===== config.mk =====
export PLATFORM = sky130hd
export DESIGN_NAME = base64_text_decoder_top
export DESIGN_NICKNAME = d
export VERILOG_FILES = /design/src/sv/b64d_pkg.sv /design/src/sv/b64d_sextet.sv /design/src/sv/b64d_group.sv /design/src/sv/b64d_obuf.sv /design/src/sv/base64_text_decoder_top.sv
export VERILOG_INCLUDE_DIRS = /design/src /design/src/sv
export SDC_FILE = /design/constraint.sdc
export NUM_CORES = 1
export LEC_CHECK = 0
export BUFFER_PORTS_ARGS = -buffer_cell sky130_fd_sc_hd__buf_2
export CORE_ASPECT_RATIO = 1.1
export CORE_MARGIN = 8
export CORE_UTILIZATION = 53
export CTS_BUF_LIST = sky130_fd_sc_hd__clkbuf_4 sky130_fd_sc_hd__clkbuf_8 sky130_fd_sc_hd__clkbuf_16
export DETAILED_ROUTE_END_ITERATION = 6
export GPL_ROUTABILITY_DRIVEN = 0
export GPL_TIMING_DRIVEN = 0
export PLACE_DENSITY = 0.75
export SLEW_MARGIN = 20
export SYNTH_ARGS = -nofsm -noshare
export SYNTH_HDL_FRONTEND = slang
export SYNTH_SLANG_ARGS = --single-unit

===== constraint.sdc =====
create_clock -name clk -period 2.4 [get_ports clk]
set_clock_uncertainty 0.15 [all_clocks]
set_input_delay 0.48 -clock clk [delete_from_list [all_inputs] [get_ports clk]]
set_output_delay 0.48 -clock clk [all_outputs]
set_load 0.01 [all_outputs]

===== src/sv/base64_text_decoder_top_assert.svh =====
// Assertion macros for the base64 text decoder.
`ifndef BASE64_TEXT_DECODER_TOP_ASSERT_SVH
`define BASE64_TEXT_DECODER_TOP_ASSERT_SVH

// Same-cycle implication, checked outside reset.
`define B64D_ASSERT_NOW(label, ante, cons) \
  label: assert property (@(posedge clk) disable iff (rst) (ante) |-> (cons)) \
    else $error("b64d: same-cycle check failed");

// Next-cycle implication, checked outside reset.
`define B64D_ASSERT_NEXT(label, ante, cons) \
  label: assert property (@(posedge clk) disable iff (rst) (ante) |=> (cons)) \
    else $error("b64d: next-cycle check failed");

`endif


===== src/sv/b64d_pkg.sv =====
package b64d_pkg;

  // Sextet value given to padding and to any character outside the alphabet.
  localparam logic [6:0] SEXTET_NONE = 7'd64;

  // Number of bytes one group of four characters can decode into.
  localparam int unsigned GROUP_BYTES = 3;

  typedef struct packed {
    logic [7:0] char_code;
    logic       end_of_string;
  } text_beat_t;

  typedef struct packed {
    logic [7:0] data_byte;
    logic       last_of_group;
  } data_beat_t;

  // Decoded group handed from the group stage to the output buffer.
  typedef struct packed {
    logic                             load;
    logic [GROUP_BYTES-1:0]           mask;
    logic [GROUP_BYTES-1:0][7:0]      bytes;
  } grp_t;

endpackage


===== src/sv/b64d_sextet.sv =====
module b64d_sextet
  import b64d_pkg::*;
(
  input  logic [7:0] char_code,
  output logic [6:0] sextet
);

  localparam logic [7:0] CHAR_UPPER_A = 8'h41;
  localparam logic [7:0] CHAR_UPPER_Z = 8'h5A;
  localparam logic [7:0] CHAR_LOWER_A = 8'h61;
  localparam logic [7:0] CHAR_LOWER_Z = 8'h7A;
  localparam logic [7:0] CHAR_DIGIT_0 = 8'h30;
  localparam logic [7:0] CHAR_DIGIT_9 = 8'h39;
  localparam logic [7:0] CHAR_PLUS    = 8'h2B;
  localparam logic [7:0] CHAR_SLASH   = 8'h2F;

  localparam logic [7:0] BASE_LOWER = 8'd26;
  localparam logic [7:0] BASE_DIGIT = 8'd52;
  localparam logic [6:0] SEXTET_PLUS  = 7'd62;
  localparam logic [6:0] SEXTET_SLASH = 7'd63;

  logic [7:0] off_upper;
  logic [7:0] off_lower;
  logic [7:0] off_digit;

  // Offset the character into each alphabet range
  assign off_upper = char_code - CHAR_UPPER_A;
  assign off_lower = char_code - CHAR_LOWER_A + BASE_LOWER;
  assign off_digit = char_code - CHAR_DIGIT_0 + BASE_DIGIT;

  // Pick the range the character falls in
  always_comb begin
    case (char_code) inside
      [CHAR_UPPER_A:CHAR_UPPER_Z]: sextet = off_upper[6:0];
      [CHAR_LOWER_A:CHAR_LOWER_Z]: sextet = off_lower[6:0];
      [CHAR_DIGIT_0:CHAR_DIGIT_9]: sextet = off_digit[6:0];
      CHAR_PLUS:                   sextet = SEXTET_PLUS;
      CHAR_SLASH:                  sextet = SEXTET_SLASH;
      default:                     sextet = SEXTET_NONE;
    endcase
  end

endmodule


===== src/sv/b64d_group.sv =====
module b64d_group
  import b64d_pkg::*;
(
  input  logic       clk,
  input  logic       rst,
  input  logic       text_valid,
  output logic       text_stall,
  input  text_beat_t text_beat,
  input  logic       can_load,
  output grp_t       grp
);

  localparam logic [1:0] LAST_SLOT = 2'd3;

  logic       full;
  logic       full_next;
  text_beat_t beat;
  logic [1:0] count;
  logic [6:0] held [GROUP_BYTES];
  logic [6:0] sextet;
  logic       produces;
  logic       adv;
  logic       accept;
  logic [6:0] s0, s1, s2;

  b64d_sextet u_sextet (
    .char_code (beat.char_code),
    .sextet    (sextet)
  );

  // Advance the held beat unless it completes a group the buffer cannot take
  assign produces   = full && !beat.end_of_string && (count == LAST_SLOT);
  assign adv        = full && (!produces || can_load);
  assign text_stall = full && !adv;
  assign accept     = text_valid && !text_stall;

  always_comb begin
    full_next = full;
    if (accept) begin
      full_next = 1'b1;
    end else if (adv) begin
      full_next = 1'b0;
    end
  end

  // Input register
  always_ff @(posedge clk) begin
    if (rst) begin
      full <= 1'b0;
    end else begin
      full <= full_next;
    end
    if (accept) begin
      beat <= text_beat;
    end
  end

  // Track the group: clear on end of text, hold sextets, wrap after the fourth
  always_ff @(posedge clk) begin
    if (rst) begin
      count <= 2'd0;
      for (int i = 0; i < GROUP_BYTES; i++) begin
        held[i] <= 7'd0;
      end
    end else if (adv) begin
      if (beat.end_of_string) begin
        count <= 2'd0;
        for (int i = 0; i < GROUP_BYTES; i++) begin
          held[i] <= 7'd0;
        end
      end else if (count == LAST_SLOT) begin
        count <= 2'd0;
      end else begin
        for (int i = 0; i < GROUP_BYTES; i++) begin
          if (count == 2'(i)) begin
            held[i] <= sextet;
          end
        end
        count <= count + 2'd1;
      end
    end
  end

  // Assemble the decoded bytes, low 8 bits of each shifted sum
  assign s0 = held[0];
  assign s1 = held[1];
  assign s2 = held[2];

  always_comb begin
    grp.load     = produces && adv;
    grp.mask[0]  = 1'b1;
    grp.mask[1]  = (s2 != SEXTET_NONE);
    grp.mask[2]  = (sextet != SEXTET_NONE);
    grp.bytes[0] = {s0[5:0], 2'b00} + {5'b0, s1[6:4]};
    grp.bytes[1] = {s1[3:0], 4'b0000} + {3'b0, s2[6:2]};
    grp.bytes[2] = {s2[1:0], 6'b000000} + {1'b0, sextet};
  end

endmodule


===== src/sv/b64d_obuf.sv =====
module b64d_obuf
  import b64d_pkg::*;
(
  input  logic       clk,
  input  logic       rst,
  input  grp_t       grp,
  output logic       can_load,
  output logic       data_valid,
  input  logic       data_stall,
  output data_beat_t data_beat
);

  logic [GROUP_BYTES-1:0]      mask;
  logic [GROUP_BYTES-1:0][7:0] bytes;
  logic [GROUP_BYTES-1:0]      sel;
  logic [GROUP_BYTES-1:0]      rest;
  logic [7:0]                  cur_byte;
  logic                        take;

  // Select the oldest pending byte
  always_comb begin
    sel      = '0;
    cur_byte = bytes[0];
    if (mask[0]) begin
      sel[0]   = 1'b1;
      cur_byte = bytes[0];
    end else if (mask[1]) begin
      sel[1]   = 1'b1;
      cur_byte = bytes[1];
    end else if (mask[2]) begin
      sel[2]   = 1'b1;
      cur_byte = bytes[2];
    end
  end

  assign rest       = mask & ~sel;
  assign data_valid = |mask;
  assign take       = data_valid && !data_stall;
  assign can_load   = !data_valid || (take && (rest == '0));

  assign data_beat.data_byte     = cur_byte;
  assign data_beat.last_of_group = (rest == '0);

  // Load a new group or drop the byte just sent
  always_ff @(posedge clk) begin
    if (rst) begin
      mask <= '0;
    end else if (grp.load) begin
      mask <= grp.mask;
    end else if (take) begin
      mask <= rest;
    end
    if (grp.load) begin
      bytes <= grp.bytes;
    end
  end

endmodule


===== src/sv/base64_text_decoder_top.sv =====
// Streaming base64 decoder. One text character is accepted per beat on the
// text channel; every fourth character closes a group and yields one to three
// decoded bytes on the data channel, the last one flagged by last_of_group.
// Characters outside A-Z a-z 0-9 + / (padding '=' included) count as the
// value 64 and still take a slot; byte two is dropped when the third slot
// holds 64, byte three when the fourth does. A beat with end_of_string set
// discards any partial group and produces nothing. Throughput is one
// character per cycle: the character sits in an input register, the alphabet
// map and byte assembly are a single level of logic, and bytes leave from a
// three-byte output buffer, one per cycle while data_stall is low, which
// drains a group before the next one can complete. A character waits only
// while a completed group cannot enter a buffer still holding earlier bytes.
`include "base64_text_decoder_top_assert.svh"

module base64_text_decoder_top
  import b64d_pkg::*;
(
  input  logic       clk,
  input  logic       rst,
  input  logic       text_valid,
  output logic       text_stall,
  input  text_beat_t text_beat,
  output logic       data_valid,
  input  logic       data_stall,
  output data_beat_t data_beat
);

  grp_t grp;
  logic can_load;

  b64d_group u_group (
    .clk        (clk),
    .rst        (rst),
    .text_valid (text_valid),
    .text_stall (text_stall),
    .text_beat  (text_beat),
    .can_load   (can_load),
    .grp        (grp)
  );

  b64d_obuf u_obuf (
    .clk        (clk),
    .rst        (rst),
    .grp        (grp),
    .can_load   (can_load),
    .data_valid (data_valid),
    .data_stall (data_stall),
    .data_beat  (data_beat)
  );

  // A group never overwrites bytes still pending
  `B64D_ASSERT_NOW(a_load_room, grp.load, can_load)
  // The first byte of a group is always sent
  `B64D_ASSERT_NOW(a_first_byte, grp.load, grp.mask[0])
  // Input waits only behind pending output
  `B64D_ASSERT_NOW(a_stall_cause, text_stall, data_valid)
  // After the last byte of a group goes out, the buffer is empty unless refilled
  `B64D_ASSERT_NEXT(a_drain_empty,
      data_valid && !data_stall && data_beat.last_of_group && !grp.load, !data_valid)

endmodule

==> impl_metrics.toml, run 1 <==
[clocking]
clk_latency_ps = 330
cts_tree = "done"
cts_sinks = 59
cts_buffers = 9
cts.clk_slew.worst_paths_ps = 70
clk_path_buf_depth = 2
hold_buffers = 0
cts_max_level = 3
root_buffer = "clkbuf_8"

[global_route]
antenna_found_initial = 0
grt_max_degree = 14
grtUsageTotal_pct = 15.86
grt_pass1_wl_mm = 9.804
overflow = 0
grt_pass1_vias = 2033

[min_path]
min_to = "u_group.beat[2]"
min_path_cells = 1
worstHoldPathType = "in -> reg"
hp-start = "text_beat[2]"

[placed_design]
place_ws_ps = -443.6
portBuffers = 22
post_dp_cell_area_um2 = 3169
dp_hpwl_mm = 4.020

[cells_and_area]
n_fill_cell = 375
design_area_um2 = 3734
drive_above_1_share_pct = 36.05
nets = 321
final_common_cell = "edfxtp_1"
layout-area-overhead-vs-synth_pct = 26.82
final_cell_mix = "53 x edfxtp_1, 22 x buf_2, 21 x buf_4"
insertedDiodeCount = 0

[sta]
tns_ps = -3339
timing.fmax_mhz = 376.7
setup_viol = 24
post-route-period-util_pct = 110.6
holdWs_ps = 169.4
slew_viol_final = 0
tightest_slew_ps = 722.1
rsz0062_at_grt = "yes"
relSlewSlack_pct = 51.68
hold_viol_final = 0
fin_crit_ps = 2655
fin_ws_ps = -254.8

[routing]
wl_per_cell_um = 16.67
postRouteAntennaNets = 0
drt-initial-drc-count = 91
vias = 2038
drt_first_pass_iters = 5
vias_per_cell = 5.523
postRouteWirelength_mm = 6.152
route.detailed.drc = 0

[die]
start_util_pct = 54.93
io_pins = 24
fp.dieH_um = 94.17
die-area_um2 = 8198
core-area_um2 = 5360
rows = 28
die_w_um = 87.06

[worst_setup_path]
r2r-start = "u_group.beat[4]"
worst_r2r_endpoint = "u_obuf.mask[2]"
cp_slowest_cell = "edfxtp_1"
max_stage_delay_ps = 550
worst-endpoint-required_ps = 2440
cp.arrival_ps = 2700
rrSetupSlack_ps = -250
path_cells = "inv_2 -> ha_2 -> nand2_4 -> buf_12 -> o311ai_4 -> a21o_4 -> o211ai_1 -> buf_4 -> nor4_1 -> a41oi_1"
path_class = "reg -> reg"
r2r_cells = 10
cp_max_fo = 6
setup.worst_path.end_class = "flip-flop"
cp-start-kind = "flip-flop"

[synth]
yosysSeqAreaShare_pct = 58.14
syn_avg_cell_area_um2 = 12.69
syn_nets = 264
ys_warn_count = 0
ys_dominant_reg_cell = "edfxtp_1"
synth_cells = 232
ys_ff_latch = 59
synthArstFlopShare_pct = 0
synth-edff-count = 53
mappedNetlistArea_um2 = 2944
synthDistinctLibCells = 49

[power]
p_switching_uw = 555.3
powerDensity_nw_per_um2 = 654.6
internal-power_mw = 1.889
seq_power_share_pct = 48.8
clkPwrFrac_pct = 40.1
sw_frac_of_total_pct = 22.72
ir_drop_mv = 0.4547
p_leak_nw = 1.446
pwr-share-comb_pct = 11.1

[status]
status = "finished with violations"
violations = "setup timing"

[flow_run]
maxCapViolCount = 0
## timing repair
action | CTS | global route
gates cloned | 1 | 0
endpoints found under the setup margin | 61 | 49
resized for setup | 23 | 13
setup buffers | 15 | 8
pin swaps | 12 | 5
## synth_stat cells (2+ instances only)
cell type	instances	area, µm²
nor3b_1	2	15.01
o21ai_0	12	60.06
nor2b_1	5	31.28
a211oi_1	2	15.01
nor2b_4	3	41.29
nand2_1	18	67.56
inv_1	15	56.30
buf_6	2	22.52
ha_1	19	237.7
o211ai_1	2	15.01
nand3_1	5	25.02
o221ai_1	2	17.52
xnor2_1	5	43.79
o31ai_1	3	22.52
nor4_1	2	12.51
edfxtp_1	53	1592
nor3_1	4	20.02
a21oi_1	11	55.05
dfxtp_1	6	120.1
clkbuf_1	3	11.26
nor2_1	6	22.52
nor2_2	4	25.02
a22oi_1	9	67.56
a21o_1	9	67.56
xor2_1	6	52.55
## final cells by class
type	instances	area, µm²	share of cell area, %
multi-input cells	151	1291	34.58
clock inverters	5	77.57	2.078
clock buffers	11	138.9	3.720
well taps	75	93.84	2.513
repair buffers	45	307.8	8.244
inverters	16	63.81	1.709
flip-flops and latches	59	1713	45.88
plain buffers	6	40.04	1.072
repair inverters	1	7.507	0.2011
## power by group through the flow
stage | Combinational (mW) | Sequential (mW) | Clock (mW)
after floorplan | 0.138 | 1.21 | 0
after global placement | 0.180 | 1.21 | 0
after detailed placement | 0.185 | 1.22 | 0
after CTS | 0.247 | 1.19 | 0.987
after global routing | 0.294 | 1.20 | 1.02
final | 0.272 | 1.19 | 0.980
## worst max-delay path by stage
stage,endpoint,from,cells after the start
5_1_grt,u_obuf.mask[2],u_group.beat[1],9
2_1_floorplan,u_obuf.bytes[23],u_group.beat[4],8
4_1_cts,u_group.held[0][17],u_group.beat[4],8
6_report,u_obuf.mask[2],u_group.beat[4],10
3_3_place_gp,u_obuf.bytes[23],u_group.beat[4],9
3_5_place_dp,u_group.held[0][0],u_group.beat[1],8
## per-layer routing
layer / wire length [µm] / global-route usage [%] / up-vias
li1: - / - / 990
met1: 2419 / 16.34 / 981
met2: 3308 / 28.66 / 52
met3: 274 / 4.112 / 15
met4: 150 / 8.477 / 0
met5: 0 / 0 / -
## state kept, by name (all words and copies together), names as in the netlist
| signal | cells |
|---|---|
| u_group.held | 20 |
| u_group.beat | 9 |
| u_group.full | 1 |
| u_group.count | 2 |
| u_obuf.bytes | 24 |
| u_obuf.mask | 3 |
## stage by stage
step	total power [mW]	cells	utilization, %
floorplan	1.345	232	-
global placement	1.395	329	59.13
detailed placement	1.400	329	59.13
CTS	2.425	361	67.23
global route	2.513	369	69.65
finish	2.444	369	69.65
## kinds of logic after synthesis
| group | after synthesis | synth area share, % |
|---|---|---|
| flops | 59 | 58.14 |
| buf+inv | 22 | 3.314 |
| xor+xnor | 11 | 3.272 |
| compound gates | 63 | 15.81 |
| fa+ha+maj | 20 | 8.457 |
| simple gates | 57 | 11.01 |
## worst max-delay path, delay by kind of cell, from the launching register on
kind / cells / cell delay [ps]
and+or+nand+nor: 2 / 400
DFF: 1 / 550
adders and majority gates: 1 / 200
buffers and inverters: 3 / 450
AOI/OAI and AO/OA: 4 / 780
No activity file was read; power rests on OpenSTA's default activity.
==> inputs of run 2 (changes only) <==
CORE_ASPECT_RATIO = default   (was 1.1)
CORE_UTILIZATION = 56   (was 53)
CTS_BUF_LIST = sky130_fd_sc_hd__clkbuf_2 sky130_fd_sc_hd__clkbuf_4 sky130_fd_sc_hd__clkbuf_8   (was sky130_fd_sc_hd__clkbuf_4 sky130_fd_sc_hd__clkbuf_8 sky130_fd_sc_hd__clkbuf_16)
PLACE_DENSITY = 0.78   (was 0.75)
==> impl_metrics.toml, run 2 (synthesized netlist as in run 1, its figures left out) <==
[die]
core-area_um2 = 5107
die-area_um2 = 7833
fp.dieH_um = 88.51
die_w_um = 88.51
io_pins = 24
rows = 26
start_util_pct = 57.64

[routing]
postRouteAntennaNets = 0
drt-initial-drc-count = 118
vias_per_cell = 5.668
drt_first_pass_iters = 4
wl_per_cell_um = 17.29
vias = 2063
route.detailed.drc = 0
postRouteWirelength_mm = 6.295

[power]
p_switching_uw = 538.6
powerDensity_nw_per_um2 = 649.2
pwr-share-comb_pct = 11.0
total_power_mw = 2.387
internal-power_mw = 1.848
ir_drop_mv = 0.4357
seq_power_share_pct = 50.1
p_leak_nw = 1.435
clkPwrFrac_pct = 39.0
sw_frac_of_total_pct = 22.57

[worst_setup_path]
worst-endpoint-required_ps = 2430
path_cells = "ha_4 -> a21oi_2 -> nor2b_2 -> buf_4 -> a2111oi_0 -> a221oi_1 -> nand2_1 -> a21o_1 -> nor2b_4"
cp.arrival_ps = 2700
path_class = "reg -> reg"
setup.worst_path.end_class = "flip-flop"
cp_slowest_cell = "a2111oi_0"
cp-start-kind = "flip-flop"
cp_max_fo = 5
max_stage_delay_ps = 650

[cells_and_area]
n_fill_cell = 352
final_cells = 364
top_register = "u_obuf.bytes"
nets = 321
drive_above_1_share_pct = 35.03
top_regs = "u_obuf.bytes x24, u_group.held x20, u_group.beat x9"
final_common_cell = "edfxtp_1"
largest_register_ffs = 24
final_cell_mix = "53 x edfxtp_1, 22 x buf_2, 22 x buf_4"
fin_util_pct = 71.97
layout-area-overhead-vs-synth_pct = 24.86
insertedDiodeCount = 0
design_area_um2 = 3676

[placed_design]
portBuffers = 22
dp_cells = 324
place_ws_ps = -459.5
post_dp_cell_area_um2 = 3163
dp_hpwl_mm = 3.915

[sta]
relSlewSlack_pct = 49.90
tns_ps = -3520
fin_crit_ps = 2668
timing.fmax_mhz = 374.9
holdWs_ps = 172.4
hold_viol_final = 0
setup_viol = 26
rsz0062_at_grt = "yes"
tightest_slew_ps = 732.6
post-route-period-util_pct = 111.1
fin_ws_ps = -267.5
slew_viol_final = 0

[clocking]
cts_tree = "done"
hold_buffers = 0
clk_path_buf_depth = 2
cts_max_level = 3
cts_buffers = 9
root_buffer = "clkbuf_8"
cts_sinks = 59
clk_latency_ps = 330
cts.clk_slew.worst_paths_ps = 60

[min_path]
worstHoldPathType = "in -> reg"

[status]
violations = "setup timing"
status = "finished with violations"

[global_route]
grt_pass1_wl_mm = 9.694
grt_max_degree = 14
antenna_found_initial = 0
overflow = 0
grtUsageTotal_pct = 16.88
grt_pass1_vias = 2031

[flow_run]
maxCapViolCount = 0
run 2: cell types whose count changed in the layout (fill, tap and decap cells not counted), moves of 2 or more:
cell | previous run | this run
nand2_2 | 2 | 0
nand2_1 | 15 | 17
inv_4 | 0 | 2
inv_2 | 5 | 3
clkbuf_8 | 9 | 11
buf_12 | 2 | 0
run 2: area by class of cell:
type | instances | area [µm²] | area share (%)
plain buffers | 6 | 40.04 | 1.089
inverters | 16 | 68.82 | 1.872
clock inverters | 2 | 35.03 | 0.9530
clock buffers | 14 | 173.9 | 4.731
well taps | 70 | 87.58 | 2.383
flip-flops and latches | 59 | 1712 | 46.56
repair inverters | 1 | 7.507 | 0.2042
repair buffers | 45 | 286.5 | 7.794
multi-input cells | 151 | 1265 | 34.41
run 2: final timing paths:
path / start / endpoint / slack [ps] / cells after the start
max reg2reg: u_group.beat[4] / u_group.held[0][2] / -270 / 9
max: u_group.beat[4] / u_group.held[0][2] / -270 / 9
min reg2reg: u_group.held[0][11] / u_obuf.bytes[0] / 280 / 0
min: text_beat[2] / u_group.beat[2] / 170 / 1
run 2: worst max-delay path, delay by kind of cell, from the launching register on:
family                     cells  cell delay [ps]
AOI/OAI and AO/OA              4             1090
DFF                            1              540
and+or+nand+nor                3              350
adders and majority gates      1              230
buffers and inverters          1              150
run 2: power by group through the flow:
stage | registers, mW | logic (mW) | clock network [mW]
5_1_grt | 1.20 | 0.284 | 0.984
3_5_place_dp | 1.22 | 0.184 | 0
6_report | 1.19 | 0.262 | 0.930
3_3_place_gp | 1.22 | 0.180 | 0
2_1_floorplan | 1.21 | 0.138 | 0
4_1_cts | 1.19 | 0.241 | 0.944
run 2: timing repair:
action / in CTS / in global routing
buffers inserted: 16 / 7
cloned: 1 / 0
gates resized for setup: 24 / 8
setup endpoints to repair: 61 / 50
pin swaps: 12 / 2
run 2: layer usage:
metal	track usage, %	part of all wire (%)	up-vias
li1	-	-	994
met3	5.757	4.8	18
met5	0	0	-
met1	18.06	40	987
met4	7.834	3.2	0
met2	29.26	52	64
==> inputs of run 3 (changes only) <==
ABC_AREA = 1   (was default)
==> impl_metrics.toml, run 3 <==
[worst_setup_path]
cp.arrival_ps = 2380
cp-start-kind = "flip-flop"
cp_num_buf_inv = 2
worst-endpoint-required_ps = 2480
critPathTopFamily = "simple AND/OR/NAND/NOR gates"
max_stage_delay_ps = 390
path_cells = "buf_4 -> inv_2 -> ha_4 -> nand2_2 -> nor2_4 -> nand2_1 -> nand2_2 -> nand3_4 -> nand2_2 -> nor2_1 -> nor2_2 -> nand3_1 -> nor2_2 -> nor2_1"
crit_start = "u_group.beat[3]"
cp_slowest_cell = "edfxtp_1"
cp_common_cell = "nand2_2"
cp_max_fo = 7
setup.worst_path.end_class = "flip-flop"
path_class = "reg -> reg"
r2r-start = "u_group.beat[3]"

[global_route]
met2_usage_pct = 27.59
grt_pass1_vias = 2310
overflow = 0
grt_max_degree = 28
grtUsageMet1_pct = 16.52
grt_pass1_wl_mm = 10.51
grtUsageTotal_pct = 15.59
antenna_found_initial = 0
grt_use_met3_pct = 4.450
busiest_layer = "met2"

[routing]
vias = 2367
drt_first_pass_iters = 4
route.detailed.drc = 0
postRouteWirelength_mm = 6.673
drt-initial-drc-count = 140
wl_per_cell_um = 15.13
postRouteAntennaNets = 0
vias_per_cell = 5.367

[synth]
synth-edff-count = 53
yosysTopAreaCell = "edfxtp_1"
mappedNetlistArea_um2 = 3284
yosysTopAreaCellShare_pct = 48.46
ys_warn_count = 0
synth_top_cells_by_count = "53 x edfxtp_1, 45 x nand2_1, 33 x nand3_1, 33 x nor2_1, 31 x inv_1"
syn_avg_cell_area_um2 = 10.23
yosysSeqAreaShare_pct = 52.11
synthDistinctLibCells = 37
ys_ff_latch = 59
syn_nets = 353
synth_cells = 321
ys_dominant_reg_cell = "edfxtp_1"
yosysMostFrequentCell = "edfxtp_1"
synthArstFlopShare_pct = 0
netlist_top_cells_area = "edfxtp_1 48%, ha_1 7.2%, nand2_1 5.1%"

[clocking]
cts.clk_slew.worst_paths_ps = 70
cts_sinks = 59
clk_latency_ps = 340
cts_max_level = 3
root_buffer = "clkbuf_8"
cts_tree = "done"
clk_path_buf_depth = 2
cts_buffers = 9

[power]
seq_power_share_pct = 47.7
sw_frac_of_total_pct = 22.20
powerDensity_nw_per_um2 = 643.2
total_power_mw = 2.472
ir_drop_mv = 0.4729
internal-power_mw = 1.923
clkPwrFrac_pct = 43.7
p_switching_uw = 548.9
pwr-share-comb_pct = 8.6
p_leak_nw = 1.552

[cells_and_area]
final_common_cell = "edfxtp_1"
top_regs = "u_obuf.bytes x24, u_group.held x20, u_group.beat x9"
final-seq-area_um2 = 1712
final_cells = 441
drive_above_1_share_pct = 28.42
final_cell_mix = "53 x edfxtp_1, 43 x nand2_1, 33 x nand3_1"
n_fill_cell = 431
layout-area-overhead-vs-synth_pct = 17.03
insertedDiodeCount = 0
nets = 393
top_register = "u_obuf.bytes"
multi_input_area_um2 = 1429
largest_register_ffs = 24

[sta]
holdWs_ps = 164.1
timing.fmax_mhz = 434.9
hold_viol_final = 0
slew_viol_final = 0
post-route-period-util_pct = 95.81
tns_ps = 0
tightest_slew_ps = 773.7
setup_viol = 0
fin_crit_ps = 2299
relSlewSlack_pct = 48.23

[placed_design]
portBuffers = 22
dp_hpwl_mm = 4.804
dp_cells = 418

[min_path]
hp-start = "text_beat[2]"
worstHoldPathType = "in -> reg"

[status]
status = "finished, final reports clean"

[flow_run]
maxCapViolCount = 0

[die]
io_pins = 24
start_util_pct = 56.82
core-area_um2 = 5781
die-area_um2 = 8572
die_w_um = 92.59
fp.dieH_um = 92.59
rows = 28
[run 3: cell count changes in the layout (fill, tap and decap cells not counted), sizes merged, moves of 8 or more]
cell / change
nor2: +30
a22oi: -9
inv: +23
nor2b: -8
buf: -11
nand2: +37
nand3: +32
a21o: -8
[run 3: power groups by stage]
| stage | Combinational [mW] | Sequential, mW | Clock (mW) |
|---|---|---|---|
| 4_1_cts | 0.198 | 1.18 | 1.09 |
| 3_5_place_dp | 0.184 | 1.20 | 0 |
| 6_report | 0.213 | 1.18 | 1.08 |
| 2_1_floorplan | 0.137 | 1.20 | 0 |
| 3_3_place_gp | 0.178 | 1.20 | 0 |
| 5_1_grt | 0.238 | 1.18 | 1.14 |
[run 3: worst reg2reg max path: cells and delay by family, from the launching register on]
kind / cells / cell delay [ps]
AND/OR/NAND/NOR: 11 / 1200
flip-flops: 1 / 390
buffers and inverters: 2 / 300
adder cells (fa/ha/maj): 1 / 160
[run 3: what timing repair did]
item / in CTS / in global routing
setup buffers: 4 / 2
endpoints found under the setup margin: 22 / 22
hold buffers: 0 / 0
cloned: 0 / 1
resized for setup: 7 / 16
pin swaps: 1 / 5
[run 3: path summary, 6_finish.rpt]
path	cells after the start	to	slack [ps]
worst max-delay path	14	u_obuf.mask[2]	100
worst min-delay path	1	u_group.beat[2]	160
worst max register to register	14	u_obuf.mask[2]	100
worst min register to register	0	u_obuf.bytes[0]	270
[run 3: metrics by stage]
| stage | util, % | setup slack [ps] | cell area [µm²] |
|---|---|---|---|
| floorplan | - | 171.7 | 3284 |
| global placement | 60.35 | -100.3 | 3488 |
| detailed placement | 60.35 | -123.9 | 3488 |
| CTS | 65.30 | 5.295 | 3775 |
| global route | 66.49 | -34.92 | 3844 |
| finish | 66.49 | 100.6 | 3844 |
[run 3: layout make-up]
cell class	count	share of cell area, %
timing repair buffer	28	4.036
clock inverter	7	2.995
clock buffer	9	3.223
buffer	10	1.921
inverter	37	3.678
multi-input combinational	216	37.17
sequential	59	44.53
tap	75	2.441
[run 3: routing by layer]
| layer | part of all wire [%] | up-vias | wire length [µm] |
|---|---|---|---|
| li1 | - | 1177 | - |
| met4 | 3.1 | 0 | 209 |
| met1 | 41 | 1113 | 2703 |
| met3 | 4.6 | 21 | 309 |
| met2 | 52 | 56 | 3451 |
| met5 | 0 | - | 0 |
[run 3: logic make-up after synthesis]
group / after synthesis / share of synthesized area (%)
compound gates: 44 / 9.943
simple gates: 138 / 20.57
flops: 59 / 52.11
buf+inv: 47 / 6.400
xor+xnor: 14 / 3.733
fa+ha+maj: 19 / 7.238
